===== config.mk =====
export PLATFORM = sky130hd
export DESIGN_NAME = vru_sqrt_stage
export DESIGN_NICKNAME = d
export VERILOG_FILES = /design/src/rtl/vru_pkg.sv /design/src/rtl/vru_sqrt_stage.sv
export SDC_FILE = /design/constraint.sdc
export NUM_CORES = 1
export LEC_CHECK = 0
export BUFFER_PORTS_ARGS = -buffer_cell sky130_fd_sc_hd__buf_2
export CELL_PAD_IN_SITES_DETAIL_PLACEMENT = 2
export CELL_PAD_IN_SITES_GLOBAL_PLACEMENT = 2
export CORE_UTILIZATION = 28
export DETAILED_ROUTE_END_ITERATION = 7
export MAX_ROUTING_LAYER = met4
export PLACE_DENSITY_LB_ADDON = 0.1
export SLEW_MARGIN = 20
export SYNTH_ARGS = -nofsm -noshare
export SYNTH_HDL_FRONTEND = slang
export SYNTH_SLANG_ARGS = --single-unit
export TNS_END_PERCENT = 5

===== constraint.sdc =====
create_clock -name vclk -period 11.6
set_input_delay 1.16 -clock vclk [all_inputs]
set_output_delay 1.16 -clock vclk [all_outputs]
set_load 0.005 [all_outputs]

===== src/rtl/vru_pkg.sv =====
package vru_pkg;

  // Fixed-point format of the inputs and results.
  localparam int unsigned FRAC_BITS = 14;
  localparam int unsigned IN_W      = 16;
  localparam int unsigned OUT_W     = 20;

  // Square root: radicand width, root width, iterations per stage, stage count.
  localparam int unsigned RAD_W     = 42;
  localparam int unsigned ROOT_W    = RAD_W / 2;
  localparam int unsigned REM_W     = ROOT_W + 2;
  localparam int unsigned SQ_PER    = 3;
  localparam int unsigned SQ_STAGES = ROOT_W / SQ_PER;

  // Widths of the intermediate terms.
  localparam int unsigned D_W   = 19;  // d = -(I.N)
  localparam int unsigned E2_W  = 19;  // eta squared
  localparam int unsigned T_W   = 24;  // 1 - d^2
  localparam int unsigned ET_W  = 44;  // e2 * t
  localparam int unsigned K_W   = 31;  // k
  localparam int unsigned ED_W  = 22;  // eta * d
  localparam int unsigned C_W   = 23;  // eta * d - sqrt(k)

  // Partial state of the digit-by-digit square root.
  typedef struct packed {
    logic [RAD_W-1:0]  rad;   // radicand bits still to be consumed, MSB first
    logic [REM_W-1:0]  rem;
    logic [ROOT_W-1:0] root;
  } sqrt_t;

  // Payload carried alongside the square root stages.
  typedef struct packed {
    logic signed [IN_W-1:0] ix;
    logic signed [IN_W-1:0] iy;
    logic signed [IN_W-1:0] iz;
    logic signed [IN_W-1:0] nx;
    logic signed [IN_W-1:0] ny;
    logic signed [IN_W-1:0] nz;
    logic [IN_W-1:0]        eta;
    logic signed [ED_W-1:0] ed;
    logic                   tir;
  } carry_t;

endpackage


===== src/rtl/vru_sqrt_stage.sv =====
module vru_sqrt_stage
  import vru_pkg::*;
(
  input  sqrt_t sq_i,
  output sqrt_t sq_o
);

  // Three restoring square root iterations, two radicand bits each.
  always_comb begin
    logic [REM_W+1:0]  rem_w;
    logic [REM_W+1:0]  trial;
    sqrt_t             s;
    s = sq_i;
    for (int n = 0; n < SQ_PER; n++) begin
      rem_w = {s.rem, s.rad[RAD_W-1 -: 2]};
      trial = {1'b0, s.root, 2'b01};
      s.rad = {s.rad[RAD_W-3:0], 2'b00};
      if (rem_w >= trial) begin
        rem_w  = rem_w - trial;
        s.root = {s.root[ROOT_W-2:0], 1'b1};
      end else begin
        s.root = {s.root[ROOT_W-2:0], 1'b0};
      end
      s.rem = rem_w[REM_W-1:0];
    end
    sq_o = s;
  end

endmodule


==> results <==
- For this run, design rule violations remaining after detail routing come to 0.
- Along the worst path, the maximum fanout reaches 36.
- The area after detailed placement is 0.00513 sq mm.
- 172 I/O pins were placed.
- The synthesized design spends more area on one cell type than any other, namely ha_1.
- In the final layout, the share of cells above drive strength 1 is 16.3%.
- The gate count after technology mapping is 735.
- The pre-antenna-repair detailed-routing pass consisted of 4 iterations.
- Dividing the detail-routed via count by the number of cells gives 5.59.
- The run finished with clean final reports.
- The max-slew violation count was 0.
- The width of the die is 134 um.
- The die height is 134 um.
- Hold repair after CTS inserted 0 buffers.
- The initial standard-cell utilization of the core is 29.0%.
- The post-synthesis average cell area is 6.65 sq um.
- The endpoint required time on the critical path is 10440 ps.
- The average wire per cell in the routed design is 21.1 um.
- The path with the worst hold slack has its endpoint at sq_o[55].
- Summed over all layers, the routed wires come to 20.6 mm.
- The number of buffers added on ports is 94.
- The largest net degree at the start of global routing is 37.
- Counting I/O delays and the setup requirement, the final critical path takes 11010 ps.
- The via total after detailed routing is 5460.
- The sequential cell count of the final layout is 0.
- The aggregate global routing overflow is 0.
- The standard-cell row count is 47.
- The power per cell area is 203 mW/mm^2.
- The final layout contains 913 nets.
- After synthesis, the cell types taking the most area are ha_1, buf_4, a21oi_1.
- The Yosys step of the flow raised 0 warnings.
- The die outline area is 0.0180 sq mm.
- The startpoint identified for the worst hold timing path is sq_i[49].
- In this run, placement finished with an instance count of 976.
- The synthesized design devotes to its leading area cell type 17.7% of total area.
- In the post-route analysis, the smallest setup slack over all paths is 586 ps.
- The worst hold-check path type is input pin to output port.
- Once layout is complete, the cells apart from fillers number 976.
- On the worst path, the slowest cell contributes a delay of 660 ps.
- The slowest cell on the critical path is o31ai_1.
- The via count of the first global-routing pass came to 5890.
- Counting stages on the worst path, the most repeated cell is a21o_1.
- The register cell area after layout is 0 sq um.
- The type of element launching the critical path is an input pin.
- The final standard cell area without fillers is 0.00513 sq mm.
- The worst-case setup slack after placement is 535 ps.
- The number of buffers added for setup after CTS is 0.
- Setup total negative slack on the finished layout was measured at 0 ps.
- The netlist uses 64 different library cells.
- The overall track demand over capacity in global routing is 23.1%.
- The first routing iteration left 237 violations.
- The number of antenna diodes is 0.
- Max-cap violations in this run came to 0.
- The arrival time at the worst endpoint is 9850 ps.
- Counting instances, the worst hold path has a depth of 0.
- The kind of capture point of the worst setup path is an output port.
- The first global-routing pass estimated 31.9 mm of wire.
- The type of the worst setup path is input pin to output port.
- Detailed placement ended at an HPWL of 17.7 mm.
- Gates resized during post-CTS repair numbered 0.
- The area of the mapped netlist is 0.00488 sq mm.
- The static leakage is 0.00244 uW.
- The largest vdd supply drop is 0.115 mV.
- Timing would allow up to 90.8 MHz.
- The post-route clock period utilization is 94.9%.
- The remaining antenna violation count is 0.
- After layout, the clock buffer instance count stands at 0.
- Routability-driven placement finished with a final weighted congestion of 0.911.
- The area growth from synthesis to layout is 5.12%.
- The hold violation count in the final report is 0.
- The total of fill cells in the finished design is 2132.
- The placeable core region is 0.0168 sq mm.
- The relative slew slack is 34.5%.
- The share of the Yosys chip area taken by registers is 0%.
- At the pin with the least slew margin, the transition time is 972 ps.
- Setup repair after global routing left no endpoint under its margin.
- The initial antenna violation count is 0.
- The number of setup violations in the final report is 0.
-- worst max-delay path: cells and delay by family --
kind                       cells  cell delay [ps]
and+or+nand+nor                7             1320
AOI/OAI and AO/OA             18             4730
adders and majority gates      3             1170
muxes                          1              340
xor gates and xnor gates       1              190
buffers and inverters          5              910
-- kinds of logic (layout without fill, tap and decap cells) --
family / Yosys count / in the layout / synth area share [%]
adders and majority gates: 69 / 69 / 17.7
xor gates and xnor gates: 49 / 49 / 8.79
AOI/OAI and AO/OA: 243 / 243 / 31.5
buffers and inverters: 134 / 150 / 15.1
and+or+nand+nor: 218 / 218 / 22.0
other: 1 / 6 / 0.0768
muxes: 21 / 21 / 4.87
-- synth_stat cells, types with 3 or more instances --
library cell / instances
a21oi_1: 76
ha_1: 69
nand2_1: 62
buf_4: 60
o21ai_0: 52
inv_1: 51
nor2_1: 47
xnor2_1: 36
a21o_1: 27
o21a_1: 20
nand3_1: 19
nor3_1: 16
nand4_1: 14
clkbuf_1: 13
xor2_1: 13
mux2_2: 11
a31oi_1: 10
and3_1: 10
o31ai_1: 10
or3_1: 9
mux2i_1: 7
nor2b_1: 7
o21bai_1: 7
and2_1: 6
buf_2: 6
nand2b_1: 6
and4_1: 5
or4_1: 5
a211oi_1: 4
or2_2: 4
a31o_2: 3
nor4_1: 3
o211ai_1: 3
o31a_1: 3
-- cell type report --
| cell class | instances | area, sq um | share of cell area [%] |
|---|---|---|---|
| inverters | 54 | 208 | 4.04 |
| repair buffers | 96 | 485 | 9.45 |
| well taps | 220 | 275 | 5.36 |
| multi-input cells | 606 | 4170 | 81.1 |
-- layer usage --
layer / GRT usage [%] / part of all wire, % / routed length (um)
met1: 30.4 / 47 / 9620
met2: 40.0 / 48 / 9810
met3: 0.454 / 3.6 / 734
met4: 4.24 / 1.9 / 388
met5: - / 0 / 0
-- stage by stage --
step | util (%) | hold WS (ps) | power, uW
3_3_place_gp | 30.5 | 2320 | 1010
2_1_floorplan | - | 2380 | 708
3_5_place_dp | 30.5 | 2320 | 1040
4_1_cts | 30.5 | 2320 | 1050
6_report | 30.5 | 2320 | 1040
5_1_grt | 30.5 | 2320 | 1150
-- worst max-delay path by stage --
| stage | slack (ps) | depth (start not counted) | endpoint | start |
|---|---|---|---|---|
| 2_1_floorplan | 2180 | 36 | sq_o[24] | sq_i[2] |
| 3_3_place_gp | 700 | 35 | sq_o[27] | sq_i[0] |
| 3_5_place_dp | 540 | 35 | sq_o[27] | sq_i[0] |
| 4_1_cts | 460 | 34 | sq_o[36] | sq_i[0] |
| 5_1_grt | 40 | 35 | sq_o[36] | sq_i[0] |
| 6_report | 590 | 35 | sq_o[27] | sq_i[0] |
-- layout by cell type (no fill, tap or decap), types with 11 or more instances in the layout --
cell type  instances
nand2_1           62
buf_2             94
nor3_1            16
xnor2_1           36
inv_1             51
o21a_1            20
a21o_1            27
nand4_1           14
o21ai_0           52
ha_1              69
a21oi_1           76
nand3_1           19
nor2_1            47
xor2_1            13
mux2_2            11
-- power by group --
part / leakage, uW / internal, uW / total [uW] / switching (uW)
clock network: 0 / 0 / 0 / 0
registers: 0 / 0 / 0 / 0
logic: 0.00244 / 436 / 1040 / 606
total: 0.00244 / 436 / 1040 / 606
No activity file was read; power rests on OpenSTA's default activity.
